File: config.mk
export PLATFORM = sky130hd
export DESIGN_NAME = sample_timer_sync_compensator
export DESIGN_NICKNAME = d
export VERILOG_FILES = /design/src/hdl/stsc_pkg.sv /design/src/hdl/sample_timer_sync_compensator.sv /design/src/hdl/stsc_front.sv /design/src/hdl/stsc_back.sv
export SDC_FILE = /design/constraint.sdc
export NUM_CORES = 2
export LEC_CHECK = 0
export ABC_CLOCK_PERIOD_IN_PS = 6400
export BUFFER_PORTS_ARGS = -buffer_cell sky130_fd_sc_hd__buf_4
export CORE_ASPECT_RATIO = 1.75
export CORE_UTILIZATION = 50
export CTS_BUF_LIST = sky130_fd_sc_hd__clkbuf_16
export CTS_CLUSTER_DIAMETER = 150
export CTS_CLUSTER_SIZE = 16
export DETAILED_ROUTE_END_ITERATION = 10
export MAX_ROUTING_LAYER = met4
export PLACE_DENSITY = 0.77
export SLEW_MARGIN = 20
export SYNTH_ARGS = -nofsm -noshare
export SYNTH_HDL_FRONTEND = slang
export SYNTH_SLANG_ARGS = --single-unit
File: constraint.sdc
create_clock -name clk -period 6.4 [get_ports clk]
set_clock_uncertainty 0.2 [all_clocks]
set_input_delay 0.32 -clock clk [delete_from_list [all_inputs] [get_ports clk]]
set_output_delay 0.32 -clock clk [all_outputs]
set_load 0.05 [all_outputs]
File: src/hdl/stsc_pkg.sv
// Shared types and constants for the sample-timer sync compensator.
// Used by stsc_front, stsc_back and the top level; no dependencies.
`default_nettype none

package stsc_pkg;

  // Operation codes on the input channel
  localparam logic [2:0] OP_TICK    = 3'd0;
  localparam logic [2:0] OP_REQUEST = 3'd1;
  localparam logic [2:0] OP_PERIOD  = 3'd2;
  localparam logic [2:0] OP_SAMPLE  = 3'd3;
  localparam logic [2:0] OP_START   = 3'd4;

  // Configuration register indexes
  localparam logic [2:0] CFG_NOMINAL_TICKS  = 3'd0;
  localparam logic [2:0] CFG_SAMPLES_PERIOD = 3'd1;
  localparam logic [2:0] CFG_SAMPLE_NS      = 3'd2;
  localparam logic [2:0] CFG_SYNC_NS        = 3'd3;
  localparam logic [2:0] CFG_TICK_NS        = 3'd4;

  localparam int CFG_IDX_W  = 3;
  localparam int CFG_DATA_W = 32;

  // Register values after reset
  localparam logic [15:0] RST_NOMINAL_TICKS  = 16'd2000;
  localparam logic [15:0] RST_SAMPLES_PERIOD = 16'd10000;
  localparam logic [31:0] RST_SAMPLE_NS      = 32'd10000;
  localparam logic [31:0] RST_SYNC_NS        = 32'd100000000;
  localparam logic [7:0]  RST_TICK_NS        = 8'd5;

  // Command queue between front and back
  localparam int QUEUE_DEPTH = 2;
  localparam int QPTR_W      = 1;
  localparam int QCNT_W      = 2;

  typedef enum logic [2:0] {
    CMD_NONE,
    CMD_TICK,
    CMD_REQUEST,
    CMD_PERIOD,
    CMD_SAMPLE,
    CMD_START
  } cmd_kind_t;

  // Classified command. data carries the timer value for a request,
  // {reply_ticks, reply_remainder} for a sample trigger, and the start
  // timestamp for a start.
  typedef struct packed {
    cmd_kind_t   kind;
    logic        reply_valid;
    logic [63:0] data;
  } cmd_t;

endpackage

`default_nettype wire

File: src/hdl/sample_timer_sync_compensator.sv
// Each accepted event passes through the command queue and then the result register.
// Throughput: one event per cycle, sustained unless the result channel stalls the back end.
// The two-entry command queue and the result register let either side stall on its own.
// Reset (rst, synchronous): empties the queue and result register, restores register defaults
// and clears compensation state; the compare value starts at the default sample interval.
// Top level of the sample-timer sync compensator; depends on stsc_pkg, stsc_front, stsc_back.
`default_nettype none

module sample_timer_sync_compensator
  import stsc_pkg::*;
(
  input  wire logic                  clk,
  input  wire logic                  rst,
  // Configuration write port
  input  wire logic                  cfg_we,
  input  wire logic [CFG_IDX_W-1:0]  cfg_index,
  input  wire logic [CFG_DATA_W-1:0] cfg_data,
  // Timer event channel
  input  wire logic                  in_valid,
  output logic                       in_ready,
  input  wire logic [2:0]            operation,
  input  wire logic [31:0]           timer_count,
  input  wire logic                  reply_valid,
  input  wire logic [31:0]           reply_ticks,
  input  wire logic [15:0]           reply_remainder,
  input  wire logic [63:0]           start_timestamp,
  // Result channel
  output logic                       out_valid,
  input  wire logic                  out_ready,
  output logic                       compensate_now,
  output logic [8:0]                 step_ns,
  output logic [31:0]                sample_compare,
  output logic                       send_valid,
  output logic [31:0]                send_timestamp,
  output logic                       sync_error,
  output logic [63:0]                next_sync_ts,
  output logic [31:0]                pending_steps
);

  // Classified command passing from front to back
  cmd_t cmd;
  logic cmd_valid;
  logic cmd_ready;

  // Front: decode the operation code and hold up to two commands, so
  // that a stalled result channel does not stop the request at once.
  stsc_front u_front (
    .clk             (clk),
    .rst             (rst),
    .in_valid        (in_valid),
    .in_ready        (in_ready),
    .operation       (operation),
    .timer_count     (timer_count),
    .reply_valid     (reply_valid),
    .reply_ticks     (reply_ticks),
    .reply_remainder (reply_remainder),
    .start_timestamp (start_timestamp),
    .cmd             (cmd),
    .cmd_valid       (cmd_valid),
    .cmd_ready       (cmd_ready)
  );

  // Back: apply each command to the compensation state (tick spend,
  // Bresenham carry, compare wrap, sync timestamp) and register the
  // result; advance whenever the result register is free or being taken.
  stsc_back u_back (
    .clk            (clk),
    .rst            (rst),
    .cfg_we         (cfg_we),
    .cfg_index      (cfg_index),
    .cfg_data       (cfg_data),
    .cmd            (cmd),
    .cmd_valid      (cmd_valid),
    .cmd_ready      (cmd_ready),
    .out_valid      (out_valid),
    .out_ready      (out_ready),
    .compensate_now (compensate_now),
    .step_ns        (step_ns),
    .sample_compare (sample_compare),
    .send_valid     (send_valid),
    .send_timestamp (send_timestamp),
    .sync_error     (sync_error),
    .next_sync_ts   (next_sync_ts),
    .pending_steps  (pending_steps)
  );

endmodule

`default_nettype wire

File: src/hdl/stsc_front.sv
// Front end: accepts timer events, classifies them into commands and
// queues them for the back end. Depends on stsc_pkg.
`default_nettype none

module stsc_front
  import stsc_pkg::*;
(
  input  wire logic        clk,
  input  wire logic        rst,
  input  wire logic        in_valid,
  output logic             in_ready,
  input  wire logic [2:0]  operation,
  input  wire logic [31:0] timer_count,
  input  wire logic        reply_valid,
  input  wire logic [31:0] reply_ticks,
  input  wire logic [15:0] reply_remainder,
  input  wire logic [63:0] start_timestamp,
  output cmd_t             cmd,
  output logic             cmd_valid,
  input  wire logic        cmd_ready
);

  cmd_t              decoded;
  cmd_t              queue [QUEUE_DEPTH];
  logic [QPTR_W-1:0] wr_ptr;
  logic [QPTR_W-1:0] rd_ptr;
  logic [QCNT_W-1:0] count;
  logic              push;
  logic              pop;

  always_comb begin
    decoded             = '0;
    decoded.reply_valid = reply_valid;
    unique case (operation)
      OP_TICK: begin
        decoded.kind = CMD_TICK;
      end
      OP_REQUEST: begin
        decoded.kind = CMD_REQUEST;
        decoded.data = {32'd0, timer_count};
      end
      OP_PERIOD: begin
        decoded.kind = CMD_PERIOD;
      end
      OP_SAMPLE: begin
        decoded.kind = CMD_SAMPLE;
        decoded.data = {16'd0, reply_ticks, reply_remainder};
      end
      OP_START: begin
        decoded.kind = CMD_START;
        decoded.data = start_timestamp;
      end
      default: begin
        decoded.kind = CMD_NONE;
      end
    endcase
  end

  assign in_ready  = (count != QCNT_W'(QUEUE_DEPTH));
  assign cmd_valid = (count != '0);
  assign push      = in_valid && in_ready;
  assign pop       = cmd_valid && cmd_ready;
  assign cmd       = queue[rd_ptr];

  always_ff @(posedge clk) begin
    if (push) begin
      queue[wr_ptr] <= decoded;
    end
  end

  always_ff @(posedge clk) begin
    if (rst) begin
      wr_ptr <= '0;
      rd_ptr <= '0;
      count  <= '0;
    end else begin
      if (push) begin
        wr_ptr <= wr_ptr + QPTR_W'(1);
      end
      if (pop) begin
        rd_ptr <= rd_ptr + QPTR_W'(1);
      end
      if (push && !pop) begin
        count <= count + QCNT_W'(1);
      end else if (pop && !push) begin
        count <= count - QCNT_W'(1);
      end
    end
  end

endmodule

`default_nettype wire

File: src/hdl/stsc_back.sv
// Back end: holds configuration and compensation state, executes one command per cycle
// into a registered result unless that result is stalled. Depends on stsc_pkg.
`default_nettype none

module stsc_back
  import stsc_pkg::*;
(
  input  wire logic                  clk,
  input  wire logic                  rst,
  input  wire logic                  cfg_we,
  input  wire logic [CFG_IDX_W-1:0]  cfg_index,
  input  wire logic [CFG_DATA_W-1:0] cfg_data,
  input  wire cmd_t                  cmd,
  input  wire logic                  cmd_valid,
  output logic                       cmd_ready,
  output logic                       out_valid,
  input  wire logic                  out_ready,
  output logic                       compensate_now,
  output logic [8:0]                 step_ns,
  output logic [31:0]                sample_compare,
  output logic                       send_valid,
  output logic [31:0]                send_timestamp,
  output logic                       sync_error,
  output logic [63:0]                next_sync_ts,
  output logic [31:0]                pending_steps
);

  // Configuration
  logic [15:0] nominal_ticks;
  logic [15:0] samples_period;
  logic [31:0] sample_ns;
  logic [31:0] sync_ns;
  logic [7:0]  tick_ns;

  // State
  logic [31:0] pending_count,   pending_count_next;
  logic [31:0] steps_sample,    steps_sample_next;
  logic [15:0] fraction_acc,    fraction_acc_next;
  logic [15:0] fraction_step,   fraction_step_next;
  logic        reply_waiting,   reply_waiting_next;
  logic [31:0] saved_ticks,     saved_ticks_next;
  logic [15:0] saved_fraction,  saved_fraction_next;
  logic [31:0] compare_value,   compare_value_next;
  logic [63:0] sync_ts,         sync_ts_next;
  logic [8:0]  step_inc,        step_inc_next;

  logic        comp_next;
  logic        sendv_next;
  logic [31:0] sendts_next;
  logic        err_next;
  logic        take;

  // Arithmetic used by the command arms
  logic [32:0] compare_sum;
  logic [32:0] compare_wrapped;
  logic [16:0] frac_sum;
  logic [16:0] frac_wrapped;
  logic        frac_carry;
  logic [33:0] pend_sum;
  logic [31:0] nominal_ext;
  logic        ticks_above;

  assign take      = cmd_valid && (!out_valid || out_ready);
  assign cmd_ready = take;

  assign compare_sum     = {1'b0, compare_value} + {1'b0, sample_ns};
  assign compare_wrapped = compare_sum - {1'b0, sync_ns};
  assign frac_sum        = {1'b0, fraction_acc} + {1'b0, fraction_step};
  assign frac_carry      = (frac_sum >= {1'b0, samples_period});
  assign frac_wrapped    = frac_sum - {1'b0, samples_period};
  assign pend_sum        = {2'b00, pending_count} + {2'b00, steps_sample}
                         + {33'd0, frac_carry};
  assign nominal_ext     = {16'd0, nominal_ticks};
  assign ticks_above     = (saved_ticks >= nominal_ext);

  always_comb begin
    pending_count_next  = pending_count;
    steps_sample_next   = steps_sample;
    fraction_acc_next   = fraction_acc;
    fraction_step_next  = fraction_step;
    reply_waiting_next  = reply_waiting;
    saved_ticks_next    = saved_ticks;
    saved_fraction_next = saved_fraction;
    compare_value_next  = compare_value;
    sync_ts_next        = sync_ts;
    step_inc_next       = step_inc;
    comp_next           = 1'b0;
    sendv_next          = 1'b0;
    sendts_next         = '0;
    err_next            = 1'b0;
    unique case (cmd.kind)
      CMD_TICK: begin
        if (pending_count != '0) begin
          comp_next          = 1'b1;
          pending_count_next = pending_count - 32'd1;
        end
      end
      CMD_REQUEST: begin
        if (!reply_waiting) begin
          reply_waiting_next = 1'b1;
          sendv_next         = 1'b1;
          sendts_next        = cmd.data[31:0];
        end else begin
          // Request met a pending reply: drop everything back to reset values, taken from the current registers
          err_next            = 1'b1;
          pending_count_next  = '0;
          steps_sample_next   = '0;
          fraction_acc_next   = '0;
          fraction_step_next  = '0;
          reply_waiting_next  = 1'b0;
          saved_ticks_next    = '0;
          saved_fraction_next = '0;
          compare_value_next  = sample_ns;
          sync_ts_next        = '0;
          step_inc_next       = {1'b0, tick_ns};
        end
      end
      CMD_PERIOD: begin
        sync_ts_next = sync_ts + {32'd0, sync_ns};
        if (ticks_above) begin
          steps_sample_next = saved_ticks - nominal_ext;
          step_inc_next     = (tick_ns == '0) ? '0 : {1'b0, tick_ns} - 9'd1;
        end else begin
          steps_sample_next = nominal_ext - saved_ticks;
          step_inc_next     = {1'b0, tick_ns} + 9'd1;
        end
        fraction_step_next = saved_fraction;
        fraction_acc_next  = '0;
      end
      CMD_SAMPLE: begin
        compare_value_next = (compare_sum > {1'b0, sync_ns}) ?
                             compare_wrapped[31:0] : compare_sum[31:0];
        pending_count_next = (pend_sum[33:32] != 2'b00) ? '1 : pend_sum[31:0];
        fraction_acc_next  = frac_carry ? frac_wrapped[15:0] : frac_sum[15:0];
        if (cmd.reply_valid) begin
          saved_ticks_next    = cmd.data[47:16];
          saved_fraction_next = cmd.data[15:0];
          reply_waiting_next  = 1'b0;
        end
      end
      CMD_START: begin
        sync_ts_next = cmd.data;
      end
      CMD_NONE: begin
      end
      default: begin
      end
    endcase
  end

  // Configuration writes
  always_ff @(posedge clk) begin
    if (rst) begin
      nominal_ticks  <= RST_NOMINAL_TICKS;
      samples_period <= RST_SAMPLES_PERIOD;
      sample_ns      <= RST_SAMPLE_NS;
      sync_ns        <= RST_SYNC_NS;
      tick_ns        <= RST_TICK_NS;
    end else if (cfg_we) begin
      unique case (cfg_index)
        CFG_NOMINAL_TICKS:  nominal_ticks  <= cfg_data[15:0];
        CFG_SAMPLES_PERIOD: samples_period <= cfg_data[15:0];
        CFG_SAMPLE_NS:      sample_ns      <= cfg_data;
        CFG_SYNC_NS:        sync_ns        <= cfg_data;
        CFG_TICK_NS:        tick_ns        <= cfg_data[7:0];
        default: begin
        end
      endcase
    end
  end

  // State and result valid
  always_ff @(posedge clk) begin
    if (rst) begin
      pending_count  <= '0;
      steps_sample   <= '0;
      fraction_acc   <= '0;
      fraction_step  <= '0;
      reply_waiting  <= 1'b0;
      saved_ticks    <= '0;
      saved_fraction <= '0;
      compare_value  <= RST_SAMPLE_NS;
      sync_ts        <= '0;
      step_inc       <= {1'b0, RST_TICK_NS};
      out_valid      <= 1'b0;
    end else if (take) begin
      pending_count  <= pending_count_next;
      steps_sample   <= steps_sample_next;
      fraction_acc   <= fraction_acc_next;
      fraction_step  <= fraction_step_next;
      reply_waiting  <= reply_waiting_next;
      saved_ticks    <= saved_ticks_next;
      saved_fraction <= saved_fraction_next;
      compare_value  <= compare_value_next;
      sync_ts        <= sync_ts_next;
      step_inc       <= step_inc_next;
      out_valid      <= 1'b1;
    end else if (out_ready) begin
      out_valid <= 1'b0;
    end
  end

  // Result payload
  always_ff @(posedge clk) begin
    if (take) begin
      compensate_now <= comp_next;
      step_ns        <= step_inc_next;
      sample_compare <= compare_value_next;
      send_valid     <= sendv_next;
      send_timestamp <= sendts_next;
      sync_error     <= err_next;
      next_sync_ts   <= sync_ts_next;
      pending_steps  <= pending_count_next;
    end
  end

endmodule

`default_nettype wire

# == Word-level counts from Yosys, hierarchy flattened ==
# Memory sizes are Yosys's and may differ from the RTL's. A register that Yosys moved wholly into a read port is not among the register bits.
# Cells that the tools add are included.
# word_totals
regBits,531
inputBits,188
ramBits,136
mem_count,1
# classes
n_addsub,16
order_cmp,3
n_reduce_logical,30
bitwise_logic,1
eq_ne,16
n_mux,39
# mem_list
memory,depth,word_bits,rd,rd_clocked_by_memory_dff,write_ports,line,text
u_front.queue,2,68,1,1,1,stsc_front.sv:24,cmd_t queue [QUEUE_DEPTH];
# op_table
operator,count
64-bit one-hot mux with 3 select lines,2
32-bit 2-to-1 mux,8
32-bit one-hot mux with 2 select lines,3
32-bit one-hot mux with 3 select lines,1
32-bit by 32-bit adder with 33-bit output,2
64-bit by 32-bit adder with 64-bit output,1
64-bit 2-to-1 mux,1
16-bit one-hot mux with 2 select lines,2
16-bit 2-to-1 mux,3
16-bit one-hot mux with 3 select lines,1
34-bit by 1-bit adder with 34-bit output,1
33-bit by 32-bit > comparator with 1-bit output,1
32-bit by 16-bit >= comparator with 1-bit output,1
32-bit nonzero test,1
16-bit by 32-bit subtractor with 32-bit output,1
"32-bit by 1-bit subtractor with 32-bit output, second input constant",1
32-bit by 16-bit subtractor with 32-bit output,1
32-bit subtractor,1
9-bit 2-to-1 mux,3
"3-bit by 2-bit == test with 1-bit output, second input constant",6
9-bit one-hot mux with 2 select lines,1
16-bit by 16-bit adder with 17-bit output,1
17-bit by 16-bit >= comparator with 1-bit output,1
16-bit subtractor,1
25 further kinds,60

# == Longest topological paths before layout ==
# logic_depth
ltp_word,7
mapped_depth,32
ltp_nobuf,28

# == Modules after synthesis ==
# Synthesis repeated with hierarchy kept, for this count alone.
# hier_totals
cells_unflattened,4371
hier_area_um2,39494.1
# modules_own_cells
mod,cells_per_inst,instances,area_per_inst_um2
stsc_back,3984,1,33360.7
stsc_front,387,1,6133.4

# == Worst setup path after synthesis ==
# Ideal clock, no wire load.
# synth_timing
path_kind,reg2reg
start,register u_back.out_valid
end,register u_back.compensate_now (enable)
period_less_slack_ns,7.153
path_slack_ns,-0.753
arrival_time_ns,6.349
t_required_ns,5.597
path_stages_with_launch,7
path_buffers,3
cell_sequence,dfxtp_1 -> nand2b_1 -> o21ai_1 -> clkinv_1 -> clkbuf_1 -> clkbuf_1 -> clkbuf_1
# synth_between
elab_chain_cells,3
# synth_rtl
element,line,text
"start, declared",stsc_back.sv:16,"output logic out_valid,"
"start signal, assigned",stsc_back.sv:185,out_valid <= 1'b0;
"start signal, assigned",stsc_back.sv:197,out_valid <= 1'b1;
"start signal, assigned",stsc_back.sv:199,out_valid <= 1'b0;
1-bit zero test,stsc_back.sv:63,assign take = cmd_valid && (!out_valid || out_ready);
1-bit logical OR,stsc_back.sv:63,
1-bit logical AND,stsc_back.sv:63,
via cmd_ready,sample_timer_sync_compensator.sv:43,logic cmd_ready;
"end signal, assigned",stsc_back.sv:206,compensate_now <= comp_next;
"end, declared",stsc_back.sv:18,"output logic compensate_now,"
# The timed path passes the listed nets, and every way through them passes these cells.
# A chain may end at the register's enable or synchronous reset.

# == Worst setup path after layout ==
# layout_timing
start,register u_back.fraction_step[0]
end,register u_back.pending_count[13]
# layout_between
elab_chain_cells,6
# layout_rtl
element,line,text
"start, declared",stsc_back.sv:39,"logic [15:0] fraction_step, fraction_step_next;"
"start signal, assigned",stsc_back.sv:190,fraction_step <= fraction_step_next;
16-bit by 16-bit adder with 17-bit output (*),stsc_back.sv:68,"assign frac_sum = {1'b0, fraction_acc} + {1'b0, fraction_step};"
17-bit by 16-bit >= comparator with 1-bit output (*),stsc_back.sv:69,"assign frac_carry = (frac_sum >= {1'b0, samples_period});"
34-bit by 1-bit adder with 34-bit output (*),stsc_back.sv:72,"+ {33'd0, frac_carry};"
2-bit nonzero test,stsc_back.sv:133,pending_count_next = (pend_sum[33:32] != 2'b00) ? '1 : pend_sum[31:0];
32-bit 2-to-1 mux (*),stsc_back.sv:133,
32-bit one-hot mux with 3 select lines (*),stsc_back.sv:91,unique case (cmd.kind)
"end signal, assigned",stsc_back.sv:187,pending_count <= pending_count_next;
"end, declared",stsc_back.sv:36,"logic [31:0] pending_count, pending_count_next;"
# Mark *: on every way between the ends. The rest lies on a longest branch, timed or not.

==> results.md <==
Worst setup path:
- The internal reg-to-reg setup slack is 0.02 ns.
- At the worst endpoint, the arrival time is 6.66 ns.
- The worst setup path is of the reg -> reg kind.
- The critical path's top delay family is simple AND/OR/NAND/NOR gates.
- The worst reg2reg path startpoint is u_back.fraction_step[0].
- STA puts the critical path data required time at 6.68 ns.
- In this run the worst path has a maximum fanout of 5.
- The slowest stage of the critical path belongs to the cell sky130_fd_sc_hd__or4b_4.
- The critical register-to-register path endpoint is u_back.pending_count[13].
- The cell repeated most along the worst path is sky130_fd_sc_hd__nand4_1.
- The largest single stage delay on the critical path is 0.60 ns.
- The worst reg2reg path depth is 29.
- The type of destination of the critical path is a flip-flop.
- The critical path contains buffers and inverters numbering 4 combined.
- The worst setup path is launched from a flip-flop.

Power and ir drop:
- Summed over all nets, the switching power comes to 9634 uW.
- Sequential cells burn 32.3% of the power.
- The net switching fraction of the power is 47.85%.
- The relative contribution of combinational cells to total power is 53.0%.
- The static leakage is 0.01850 uW.
- The power per cell area is 432.2 nW/um^2.
- The completed layout was analyzed and its total power is 20130 uW.
- Internal power comes to 10500 uW.
- The worst-case IR drop observed on VDD is 491.8 uV.
- The part of the total power dissipated in the clock network is 14.7%.

Routing:
- The routed length per placed instance is 23.83 um.
- The overall via count from detail_route is 37460.
- The number of detailed-routing iterations run before antenna repair is 5.
- The number of routed nets with antenna violations is 0.
- The number of remaining DRC errors is 0.
- After the first detailed-routing iteration, the DRC count stood at 3627.
- The sum of routed wire length over all layers is 141600 um.
- The post-detailed-route via-to-cell ratio is 6.306.

STA:
- The total count of max-transition violations in the final report came to 0.
- For the pin with the worst max-slew slack, the measured transition is 1.194 ns.
- Setup repair after global routing could not meet its margin everywhere.
- Setup total negative slack on the finished layout was measured at 0 ns.
- Subtracting the final worst setup slack from the clock period gives 6.383 ns.
- The hold violation total from the final report is 0.
- In this run the tightest slew margin relative to its limit is 20.28%.
- Setup violations remaining at the end of the flow were counted as 0.
- Timing would allow up to 156.7 MHz.
- After layout, the worst setup slack is 0.01684 ns.
- The final critical path takes up 99.74% of the cycle.

Place:
- The worst slack at placement is -0.2541 ns.
- In this run, placement finished with an instance count of 5685.
- The HPWL after detailed placement is 100800 um.
- The number of buffers added on ports is 361.
- Routability-driven placement finished with a final weighted congestion of 1.014.

Clock network:
- The clock sink total is 668.
- The maximum count of clock buffers along a single path is 3.
- The number of H-tree levels is 2.
- Buffers inserted during clock tree synthesis total 47.
- The clock network latency to the later pin of the worst-skew pair is 0.65 ns.
- The root buffer selected by CTS is sky130_fd_sc_hd__clkbuf_16.
- The clock tree from TritonCTS is done.
- The clock input transition at the sequential cells of the worst setup and hold paths is 0.08 ns.

Yosys:
- The per-instance average area after synthesis is 8.841 um^2.
- Counting flops with a built-in enable in the synthesized netlist gives 308.
- After synthesis, the share of flip-flops with an asynchronous set or reset is 0%.
- When the netlist entered floorplanning its net count stood at 4844.
- The area of the mapped netlist is 39340 um^2.
- During synthesis, Yosys emitted a total of 0 warnings.
- The number of distinct library cells after synthesis is 98.
- In this run, synthesis produced a sequential element count of 668.
- The top flip-flop cell by instance count after synthesis is sky130_fd_sc_hd__dfxtp_1.
- After technology mapping, the gate count stands at 4450.
- The proportion of synthesized chip area in sequential cells is 41.83%.

Layout:
- The net count reported at finish is 5264.
- Compared with the post-synthesis result, the final layout area differs by 18.41%.
- Cells fill 59.96% of the core in the end.
- The share of layout cells above drive strength 1 is 13.02%.
- For this run, the number of standard cells in the final layout without fillers is 5940.

Flow run:
- The max capacitance violation total is 0.

GRT:
- The via count of the first global-routing pass is 36150.
- The number of antenna violations at the first check in global routing is 5.
- Global routing used 35.13% of the available tracks.
- The first global-routing pass estimated 210600 um of wire.
- Entering global routing, the biggest net connects 91 pins.
- The total congestion overflow after global routing is 0.

Die:
- The floorplan has 135 rows.
- The height of the chip is 373.1 um.
- The overall die area is 79850 um^2.
- The area of the core is 77700 um^2.
- The starting density of the core is 50.63%.
- Pin placement for this block handled 362 I/O pins.
- The die is 214.0 um wide.

Min path:
- The launch point of the worst hold path is start_timestamp[18].
- The cell depth of the worst min-delay path is 3.
- The worst hold path terminates at u_front.queue[1][18].
- The type of the most critical hold path is in -> reg.

Status:
- The flow ran to the end, and the final reports show no timing, DRC or antenna violations.
[layer usage]
layer  GRT usage (%)  vias to the layer above  part of all wire (%)
met5               -                        -                     0
met4           24.47                        0                   8.1
met3           5.444                      503                   7.5
met2           59.38                     1862                    49
met1           37.58                    17860                    35
li1                -                    17230                     -
[placed cells by master, fill, tap and decap left out, types with 13 or more instances in the layout]
cell / count
sky130_fd_sc_hd__a211oi_1: 30
sky130_fd_sc_hd__a21o_1: 74
sky130_fd_sc_hd__a21oi_1: 390
sky130_fd_sc_hd__a21oi_2: 13
sky130_fd_sc_hd__a221oi_1: 15
sky130_fd_sc_hd__a22o_1: 39
sky130_fd_sc_hd__a22oi_1: 64
sky130_fd_sc_hd__a311oi_1: 20
sky130_fd_sc_hd__a31oi_1: 50
sky130_fd_sc_hd__and2_1: 41
sky130_fd_sc_hd__and3_1: 29
sky130_fd_sc_hd__buf_4: 454
sky130_fd_sc_hd__clkbuf_16: 50
sky130_fd_sc_hd__dfxtp_1: 357
sky130_fd_sc_hd__dlygate4sd3_1: 153
sky130_fd_sc_hd__edfxtp_1: 308
sky130_fd_sc_hd__ha_1: 195
sky130_fd_sc_hd__inv_1: 182
sky130_fd_sc_hd__mux2i_1: 142
sky130_fd_sc_hd__nand2_1: 516
sky130_fd_sc_hd__nand2b_1: 44
sky130_fd_sc_hd__nand3_1: 90
sky130_fd_sc_hd__nand4_1: 52
sky130_fd_sc_hd__nor2_1: 414
sky130_fd_sc_hd__nor2b_1: 22
sky130_fd_sc_hd__nor3_1: 133
sky130_fd_sc_hd__nor4_1: 28
sky130_fd_sc_hd__o211ai_1: 67
sky130_fd_sc_hd__o21a_1: 46
sky130_fd_sc_hd__o21ai_0: 281
sky130_fd_sc_hd__o21bai_1: 24
sky130_fd_sc_hd__o221ai_1: 37
sky130_fd_sc_hd__o22ai_1: 15
sky130_fd_sc_hd__or3_1: 31
sky130_fd_sc_hd__or4_1: 13
sky130_fd_sc_hd__xnor2_1: 111
sky130_fd_sc_hd__xor2_1: 66
[Yosys cell counts (all sizes together), types with 21 or more instances]
cell,n,area [um^2]
nand2,520,1952
nor2,422,1587
a21oi,406,2047
dfxtp,360,7207
edfxtp,308,9249
o21ai,291,1460
clkbuf,215,807.0
ha,198,2477
inv,148,555.5
mux2i,142,1421
nor3,136,685.7
xnor2,113,989.7
nand3,91,455.4
a21o,74,555.5
o211ai,67,503.0
xor2,66,578.1
a22oi,64,480.5
nand4,54,350.3
a31oi,52,331.6
and2,48,300.3
o21a,47,354.1
nand2b,44,275.3
a22o,39,341.6
o221ai,37,324.1
a211oi,35,277.8
or3,33,211.5
buf,32,146.4
nor4,32,212.7
and3,31,193.9
o21bai,25,191.4
nor2b,23,143.9
a311oi,21,183.9
[area by class of cell]
class | instances | area (um^2)
sequential | 668 | 16460
clock buffer | 48 | 1201
tap | 1027 | 1285
antenna | 6 | 15.01
multi-input combinational | 3384 | 21740
fill | 6653 | 31110
inverter | 151 | 574.3
clock inverter | 38 | 183.9
timing repair buffer | 618 | 5129
[logic make-up after synthesis]
kind of cell	count (synthesis)	synth area share, %
AO/OA/AOI/OAI	1345	22.12
XOR/XNOR	179	3.985
adder cells (fa/ha/maj)	206	6.704
buffers and inverters	398	3.864
flip-flops	668	41.83
multiplexers	154	3.956
AND/OR/NAND/NOR	1500	17.54
[metrics by stage]
| step | hold slack (ns) | instance area, um^2 |
|---|---|---|
| finish | 0.08462 | 46590 |
| global route | 0.06616 | 46580 |
| CTS | 0.03233 | 46230 |
| detailed placement | 0.2479 | 43270 |
| global placement | 0.2414 | 43270 |
| floorplan | 0.2189 | 39360 |
[registers in the layout, indices dropped and copies added (netlist names), 2 cells and up, named ones only]
register               flops
u_back.pending_count      32
u_front.count              2
u_back.nominal_ticks      16
u_back.sample_ns          32
u_back.sample_compare     32
u_back.step_inc            9
u_back.send_timestamp     32
u_back.samples_period     16
u_back.step_ns             9
u_back.fraction_acc       16
u_back.sync_ns            32
u_front.queue            136
u_back.saved_ticks        32
u_back.pending_steps      32
u_back.tick_ns             8
u_back.compare_value      32
u_back.next_sync_ts       64
u_back.fraction_step      16
u_back.steps_sample       32
u_back.saved_fraction     16
u_back.sync_ts            64
[worst max path at each step]
stage / cells past startpoint / startpoint / endpoint / slack, ns
after floorplan: 32 / u_back.fraction_step[0] / u_back.pending_steps[26] / 0.03
after global placement: 30 / u_back.fraction_step[0] / u_back.pending_count[30] / -0.19
after detailed placement: 30 / u_back.fraction_step[0] / u_back.pending_count[25] / -0.25
after CTS: 30 / u_back.fraction_step[0] / u_back.pending_count[25] / 0.02
after global routing: 29 / u_back.fraction_step[0] / u_back.pending_count[17] / -0.17
final: 29 / u_back.fraction_step[0] / u_back.pending_count[13] / 0.02
[timing repair]
item	in CTS	in global routing
cloned	0	3
hold buffers	153	0
setup buffers	1	6
hold endpoints to repair	257	0
setup endpoints to repair	72	128
pin swaps	2	33
gates resized for setup	7	51
[power by group through the flow]
stage | clock, uW | sequential [uW] | combinational (uW)
final | 2960 | 6510 | 10700
after global routing | 3130 | 6580 | 11300
after CTS | 2980 | 6470 | 10300
after detailed placement | 0 | 6530 | 10200
after global placement | 0 | 6530 | 10100
after floorplan | 0 | 8090 | 5300
[worst reg2reg max path: cells and delay by family (launching register included)]
family	cells	cell delay, ns
AO/OA/AOI/OAI	8	1.86
XOR/XNOR	1	0.11
adder cells (fa/ha/maj)	5	1.03
buffers and inverters	4	0.56
flip-flops	1	0.34
AND/OR/NAND/NOR	11	2.14
No activity file was read; power rests on OpenSTA's default activity.
